<file path="src/rtl/core/nrdiv_pkg.sv">
// ----------------------------------------------------------------------------
// nrdiv_pkg
// Shared constants and word types for the non-restoring unsigned divider.
// ----------------------------------------------------------------------------
package nrdiv_pkg;

   localparam int DATA_W        = 32;
   localparam int WIDTH_DEFAULT = 32;

   typedef struct packed {
      logic [DATA_W-1:0] dividend;
      logic [DATA_W-1:0] divisor;
   } req_word_type;

   typedef struct packed {
      logic [DATA_W-1:0] quotient;
      logic [DATA_W-1:0] remainder;
      logic              divide_by_zero;
   } rsp_word_type;

endpackage

</file>
<file path="src/rtl/core/nrdiv_stage.sv">
// ----------------------------------------------------------------------------
// nrdiv_stage
// One registered non-restoring step: shift, add or subtract, new quotient bit.
// ----------------------------------------------------------------------------
module nrdiv_stage #(
   parameter int WIDTH = nrdiv_pkg::WIDTH_DEFAULT
) (
   input  logic             clock,
   input  logic             reset,
   input  logic             en,
   input  logic             prev_valid,
   input  logic [WIDTH:0]   prev_a,
   input  logic [WIDTH-1:0] prev_q,
   input  logic [WIDTH-1:0] prev_m,
   input  logic             prev_zero,
   output logic             next_valid,
   output logic [WIDTH:0]   next_a,
   output logic [WIDTH-1:0] next_q,
   output logic [WIDTH-1:0] next_m,
   output logic             next_zero
);

   logic             valid_ff;
   logic [WIDTH:0]   a_ff;
   logic [WIDTH:0]   a_in;
   logic [WIDTH:0]   shifted;
   logic [WIDTH-1:0] q_ff;
   logic [WIDTH-1:0] q_in;
   logic [WIDTH-1:0] m_ff;
   logic             zero_ff;

   always_comb begin
      shifted = {prev_a[WIDTH-1:0], prev_q[WIDTH-1]};
      if (prev_a[WIDTH]) begin
         a_in = shifted + {1'b0, prev_m};
      end else begin
         a_in = shifted - {1'b0, prev_m};
      end
      q_in = {prev_q[WIDTH-2:0], ~a_in[WIDTH]};
   end

   always_ff @(posedge clock) begin
      if (reset) begin
         valid_ff <= 1'b0;
      end else if (en) begin
         valid_ff <= prev_valid;
      end
   end

   always_ff @(posedge clock) begin
      if (en) begin
         a_ff    <= a_in;
         q_ff    <= q_in;
         m_ff    <= prev_m;
         zero_ff <= prev_zero;
      end
   end

   assign next_valid = valid_ff;
   assign next_a     = a_ff;
   assign next_q     = q_ff;
   assign next_m     = m_ff;
   assign next_zero  = zero_ff;

endmodule

</file>
<file path="config.mk">
export PLATFORM = sky130hd
export DESIGN_NAME = nrdiv_stage
export DESIGN_NICKNAME = d
export VERILOG_FILES = /design/src/rtl/core/nrdiv_pkg.sv /design/src/rtl/core/nrdiv_stage.sv
export SDC_FILE = /design/constraint.sdc
export NUM_CORES = 1
export LEC_CHECK = 0
export CAP_MARGIN = 25
export CELL_PAD_IN_SITES_DETAIL_PLACEMENT = 2
export CELL_PAD_IN_SITES_GLOBAL_PLACEMENT = 2
export CORE_MARGIN = 5
export CORE_UTILIZATION = 42
export DETAILED_ROUTE_END_ITERATION = 12
export DONT_BUFFER_PORTS = 1
export PLACE_DENSITY = 0.84
export SYNTH_ARGS = -nofsm -noshare
export SYNTH_HDL_FRONTEND = slang
export SYNTH_SLANG_ARGS = --single-unit
</file>
<file path="constraint.sdc">
create_clock -name clock -period 11.7 [get_ports clock]
set_clock_uncertainty 0.1 [all_clocks]
set_input_delay 3.51 -clock clock [delete_from_list [all_inputs] [get_ports clock]]
set_output_delay 3.51 -clock clock [all_outputs]
set_load 0.05 [all_outputs]
</file>
; ---- Yosys cells after proc, flatten, opt, wreduce, memory -nomap -nowiden
; Index checks and enable logic that the tools add are counted.
[word_totals]
reg_bits = 99
latchBits = 0
ramBits = 0
mem_bits_ro = 0
input_bits = 102
output_inout_bits = 99
elab_cells = 9
mem_count = 0
[classes]
addsub = 2
mul = 0
n_div = 0
order_cmp = 0
eq_ne = 0
shifts = 0
n_mux = 1
n_bitwise = 1
reduce_logical = 0
[op_table]
columns = cell, n
row1 = 33-bit by 32-bit adder with 33-bit output, 1
row2 = 33-bit 2-to-1 mux, 1
row3 = 33-bit by 32-bit subtractor with 33-bit output, 1
row4 = 1-bit NOT, 1

; ---- Longest topological paths before layout
; Gate-level depths: netlist of run 1.
[logic_depth]
word_depth = 3
ltp_mapped = 16
mapped_depth_nobuf = 16

; ---- Worst setup path after synthesis of run 1
; Ideal clock, no wire load.
[synth_timing]
path_kind = input to register
from = input prev_m[3]
to = register a_ff[30], in the netlist next_a[30], data pin
setup_time_ns = 0.265
arrival_ns = 6.844
t_required_ns = 11.335
slack_ns = 4.491
cell_stages = 14
path_cell_list = or4_1 -> nor3_1 -> nor4b_2 -> nand2_1 -> nor2_2 -> a21oi_1 -> xor2_1 -> ha_1 -> a21oi_1 -> o21ai_0 -> or3b_2 -> a41oi_1 -> o21ai_0 -> xor2_1
[synth_via]
elab_chain_len = 2
elab_cells_between_ends = 3
[synth_lines]
columns = item, line_no
row1 = start: declaration, nrdiv_stage.sv:14  ; input logic [WIDTH-1:0] prev_m,
row2 = 33-bit by 32-bit subtractor with 33-bit output / 33-bit by 32-bit adder with 33-bit output (equally long branches), "nrdiv_stage.sv:37, nrdiv_stage.sv:35"
row3 = 33-bit 2-to-1 mux (*), nrdiv_stage.sv:34  ; if (prev_a[WIDTH]) begin
row4 = net a_in[30], nrdiv_stage.sv:25  ; logic [WIDTH:0] a_in;
row5 = end signal: assignment, nrdiv_stage.sv:52  ; a_ff <= a_in;
row6 = end: declaration, nrdiv_stage.sv:24  ; logic [WIDTH:0] a_ff;
; Mark *: on every way through the listed nets, which the timed path passes. The rest lies on a longest branch.
; A chain may end at the register's enable or synchronous reset.

; ---- Worst setup path in the final report of run 1
; Ends and elaborated chain as after synthesis.

==> results of run 1 <==
[registers in the layout, summed over array words and instances (netlist names)]
| register | count |
|---|---|
| next_zero | 1 |
| next_q | 32 |
| next_m | 32 |
| next_a | 33 |
| next_valid | 1 |
[cells in the mapped netlist, types with 3 or more instances]
library cell | n | share of area [%]
a211oi_1 | 4 | 0.57
a21o_1 | 9 | 1.3
a21oi_1 | 49 | 4.6
a31oi_1 | 7 | 0.83
clkbuf_1 | 3 | 0.21
edfxtp_1 | 98 | 56
ha_1 | 34 | 8.0
inv_1 | 10 | 0.71
nand2_1 | 38 | 2.7
nand2b_1 | 3 | 0.35
nand4_1 | 7 | 0.83
nor2_1 | 41 | 2.9
nor3_1 | 12 | 1.1
nor3b_1 | 3 | 0.42
o211ai_1 | 5 | 0.71
o21ai_0 | 25 | 2.4
o31ai_1 | 3 | 0.42
xnor2_1 | 23 | 3.8
xor2_1 | 39 | 6.4
[cell families after synthesis]
kind of cell / Yosys count / synth area share, %
xor+xnor: 63 / 10.76
flops: 99 / 55.89
fa+ha+maj: 35 / 8.402
compound gates: 114 / 12.63
simple gates: 120 / 11.00
buf+inv: 13 / 0.9205
mux: 2 / 0.4012
[layer usage]
layer	track usage [%]	routed length [µm]
met1	20.71	5641
met2	42.84	9060
met3	10.00	1564
met4	8.537	489
met5	0	0
[worst paths after layout]
kind | from | endpoint | slack, ps
setup / recovery | prev_m[3] | next_a[30] | 4080
hold / removal | next_valid | next_valid | 700
setup reg to reg | next_valid | next_valid | 10620
hold reg to reg | next_valid | next_valid | 700
[power by group]
group          switching (mW)  leakage [nW]  internal (mW)
Sequential              0.177         0.967          0.453
Clock                   0.143         0.157          0.176
Combinational           0.111          1.01         0.0708
Total                   0.431          2.14          0.700
[worst max-delay path, cell delays in order]
cell     delay (ps)
or4_1           600
nor3_1          450
nor4b_2         530
nand2_1         130
nor2_2          190
a21oi_1         110
xor2_1          150
ha_1            360
a21oi_1         230
o21ai_0         160
or3b_2          490
a41oi_1         360
o21ai_0         180
xor2_1          170
[cell type report]
cell class,instances,area [µm²]
Inverter,10,37.54
Clock inverter,6,78.83
Fill cell,1289,6694
Tap cell,172,215.2
Clock buffer,10,239.0
Sequential cell,99,2963
Multi-Input combinational cell,334,2290
==> flow_summary.json, run 1 <==
{
  "detail-route-antenna-nets": 0,
  "avgRoutedWirePerCell_um": 26.55,
  "place_inst": 615,
  "synthCells": 446,
  "clock-root-buffer": "clkbuf_16",
  "grt_usage_pct": 22.47,
  "whs_path_depth": 2,
  "drtIter0Drc": 135,
  "ios": 201,
  "placed_area_um2": 5505,
  "die-area_um2": 14970,
  "port_buffers": 0,
  "cts_tree": "yes",
  "synth_nets": 583,
  "grt_max_degree": 100,
  "fin_crit_ps": 7625,
  "layout_common_cells": "edfxtp_1, a21oi_1, nor2_1",
  "vias": 3630,
  "fin_nets": 591,
  "coreArea_um2": 12520,
  "p_total_mw": 1.132,
  "dpl.hpwl_um": 13370,
  "place_worst_setup_slack_ps": 3755,
  "synth.distinct_cells": 45,
  "worst_slack_ps": 4075,
  "initial_core_util_pct": 42.35,
  "slew_headroom_pct": 61.04,
  "period_share_pct": 65.17,
  "synth-main-ff-cell": "edfxtp_1",
  "critPathCaptureType": "flip-flop",
  "ff2ff_path_depth": 2,
  "rsz0062_at_grt": "false",
  "cts_sinks": 99,
  "dr.pass1.iters": 6,
  "ys_ff_latch": 99,
  "postCtsSetupBuffers": 0,
  "final_cell_count_no_fill": 631,
  "viasPerCell": 5.753,
  "netlist_area_um2": 5301,
  "cp.arrival_ps": 7620,
  "grt_pass1_wl_um": 24740,
  "fp.dieW_um": 122.4,
  "startpoint_type": "input port",
  "hold_buffers": 0,
  "clkTransAtPathRegs_ps": 70,
  "cts_buffers": 9,
  "drive_above_1_share_pct": 5.664,
  "stdcell_area_um2": 5823,
  "worst_pin_slew_ps": 579.5,
  "ys_seq_area_share_pct": 55.89,
  "fmax_mhz": 131.2,
  "ys_warn_count": 0,
  "routed_wl_um": 16760,
  "row_count": 41,
  "critPathKind": "in2reg",
  "n_antenna_cell": 0,
  "peakVddDrop_mv": 0.07580,
  "timing.final.setup_violations": 0,
  "holdWs_ps": 700.4,
  "post_cts_resized": 0,
  "setup_tns_ps": 0,
  "crit_fanout": 6,
  "area_growth_pct": 9.842,
  "htree_levels": 3,
  "power.density_nw_per_um2": 194.3,
  "clock_latency_ps": 350,
  "drv_slew": 0,
  "drv_cap": 0,
  "cts.path.max_buffers": 2,
  "place.gp.congestion": 0.8771,
  "post-route-util_pct": 46.52,
  "required_ps": 11700,
  "drc": 0,
  "die_y_um": 122.4,
  "overflow": 0,
  "ys_async_sr_fraction_pct": 0,
  "synth_edf_count": 98,
  "status": "finished, final reports clean",
  "p_leak_nw": 2.137,
  "syn_area_per_cell_um2": 11.89,
  "mostFrequentLayoutCell": "edfxtp_1",
  "hp-class": "reg2reg",
  "antenna_found_initial": 0,
  "grt_pass1_vias": 4100,
  "finalHoldViolCount": 0
}
(Power assumes the default switching activity.)
==> inputs of run 2 (changes only) <==
--- a/config.mk
+++ b/config.mk
@@ -9,10 +9,10 @@
 export CELL_PAD_IN_SITES_DETAIL_PLACEMENT = 2
 export CELL_PAD_IN_SITES_GLOBAL_PLACEMENT = 2
 export CORE_MARGIN = 5
-export CORE_UTILIZATION = 42
+export CORE_UTILIZATION = 36
 export DETAILED_ROUTE_END_ITERATION = 12
 export DONT_BUFFER_PORTS = 1
-export PLACE_DENSITY = 0.84
+export PLACE_DENSITY = 0.76
 export SYNTH_ARGS = -nofsm -noshare
 export SYNTH_HDL_FRONTEND = slang
 export SYNTH_SLANG_ARGS = --single-unit
==> constraint.sdc (replaced) <==
create_clock -name clock -period 6.4 [get_ports clock]
set_clock_uncertainty 0.1 [all_clocks]
set_input_delay 1.92 -clock clock [delete_from_list [all_inputs] [get_ports clock]]
set_output_delay 1.92 -clock clock [all_outputs]
set_load 0.05 [all_outputs]
==> run 2 against run 1 <==
Final cell count grew 2.4%. First-iteration DRC count up 76%. Die area is 15% higher. Register-to-register slack got worse by 5300 ps. Utilization fell by 6.0 points. Flip-flop and latch count did not move. Global-route usage shrank 1.7 points. Worst setup slack worse by 3600 ps. Combinational power up 84%. Non-clock buffer count increased by 2. Largest power group unchanged.
==> flow_summary.json, run 2 (synthesis results as in run 1) <==
{
  "hold_buffers": 0,
  "rsz0062_at_grt": "false",
  "fmax_mhz": 169.6,
  "port_buffers": 0,
  "clkTransAtPathRegs_ps": 70,
  "rr_endpoint": "next_valid",
  "crit_fanout": 6,
  "peakVddDrop_mv": 0.1405,
  "grt_pass1_vias": 4067,
  "fin_nets": 593,
  "die-area_um2": 17250,
  "met2_usage_pct": 36.94,
  "required_ps": 6400,
  "clock-root-buffer": "clkbuf_16",
  "grt_util_met3_pct": 7.339,
  "area_growth_pct": 10.55,
  "power.density_nw_per_um2": 356.5,
  "die_y_um": 131.4,
  "dpl.hpwl_um": 14470,
  "startpoint_type": "input port",
  "coreArea_um2": 14480,
  "grt_max_degree": 100,
  "startpoint": "prev_m[3]",
  "drc": 0,
  "whs_path_depth": 2,
  "drive_above_1_share_pct": 5.857,
  "cts_buffers": 9,
  "finalHoldViolCount": 0,
  "status": "finished, final reports clean",
  "hp-class": "reg2reg",
  "cts_tree": "yes",
  "post_cts_resized": 0,
  "routed_wl_um": 18240,
  "largest_reg_flops": 33,
  "postCtsSetupBuffers": 0,
  "use_met1_pct": 23.19,
  "r2r-start": "next_valid",
  "crit_end": "next_a[30]",
  "fp.dieW_um": 131.4,
  "detail-route-antenna-nets": 0,
  "viasPerCell": 5.596,
  "clock_latency_ps": 350,
  "row_count": 44,
  "drv_slew": 0,
  "drv_cap": 0,
  "grt_pass1_wl_um": 27090,
  "overflow": 0,
  "cts.path.max_buffers": 2,
  "dr.pass1.iters": 4,
  "drtIter0Drc": 238,
  "worst_pin_slew_ps": 670.1,
  "critPathKind": "in2reg",
  "cts_sinks": 99,
  "place_inst": 629,
  "busiest_layer": "met2",
  "slew_headroom_pct": 54.95,
  "fillerInstances": 1482,
  "period_share_pct": 92.12,
  "timing.final.setup_violations": 0,
  "avgRoutedWirePerCell_um": 28.23,
  "p_leak_nw": 2.149,
  "ios": 201,
  "initial_core_util_pct": 36.61,
  "htree_levels": 3,
  "layout_common_cells": "edfxtp_1, a21oi_1, nor2_1",
  "vias": 3615,
  "grt_usage_pct": 20.80,
  "final_cell_count_no_fill": 646,
  "fin_crit_ps": 5895,
  "reg2reg_slack_ps": 5360,
  "ff2ff_path_depth": 2,
  "place.gp.congestion": 0.8273,
  "antenna_found_initial": 1,
  "p_total_mw": 2.090,
  "hp-start": "next_valid",
  "critPathCaptureType": "flip-flop",
  "cp.arrival_ps": 5900,
  "setup_tns_ps": 0,
  "post-route-util_pct": 40.48,
  "mostFrequentLayoutCell": "edfxtp_1"
}
-- run 2: worst min-delay path by stage --
stage,slack [ps],end
floorplan,630,next_valid
global placement,660,next_valid
detailed placement,690,next_valid
CTS,700,next_valid
global route,750,next_valid
finish,680,next_valid
-- run 2: cell type report --
type | instances | area [µm²] | share of cell area (%)
inverters | 10 | 37.54 | 0.6405
well taps | 184 | 230.2 | 3.928
multi-input cells | 334 | 2290 | 39.07
diodes | 1 | 2.502 | 0.04270
clock inverters | 6 | 93.84 | 1.601
flip-flops and latches | 99 | 2963 | 50.56
repair buffers | 2 | 15.01 | 0.2562
clock buffers | 10 | 229.0 | 3.907
-- run 2: critical path: stages --
cell and delay (ps):
or4_1 610, nor3_1 450, nor4b_2 540, nand2_1 130, nor2_2 200, a21oi_1 110
xor2_1 150, ha_1 370, a21oi_1 180, o21ai_0 130, nor4_1 260, o21ai_0 190
a41oi_1 360, o21ai_0 140, xor2_1 150
-- run 2: power breakdown --
group,internal (mW),switching [mW],total (mW)
Sequential,0.829,0.328,1.16
Clock,0.348,0.250,0.598
Combinational,0.131,0.204,0.335
Total,1.31,0.782,2.09
-- run 2: layer usage --
metal | share of wire (%) | routed length [µm] | vias up
li1 | - | - | 1687
met1 | 38 | 6912 | 1781
met2 | 52 | 9434 | 125
met3 | 8.2 | 1488 | 22
met4 | 2.2 | 403 | 0
met5 | 0 | 0 | -
-- run 2: per-stage QoR --
step,hold WS [ps],instance area [µm²],worst slack [ps]
after floorplan,632.6,5301,780.5
after global placement,657.1,5535,219.1
after detailed placement,690.3,5535,178.8
after CTS,696.3,5858,494.3
after global routing,746.1,5858,135.9
final,679.4,5861,504.6
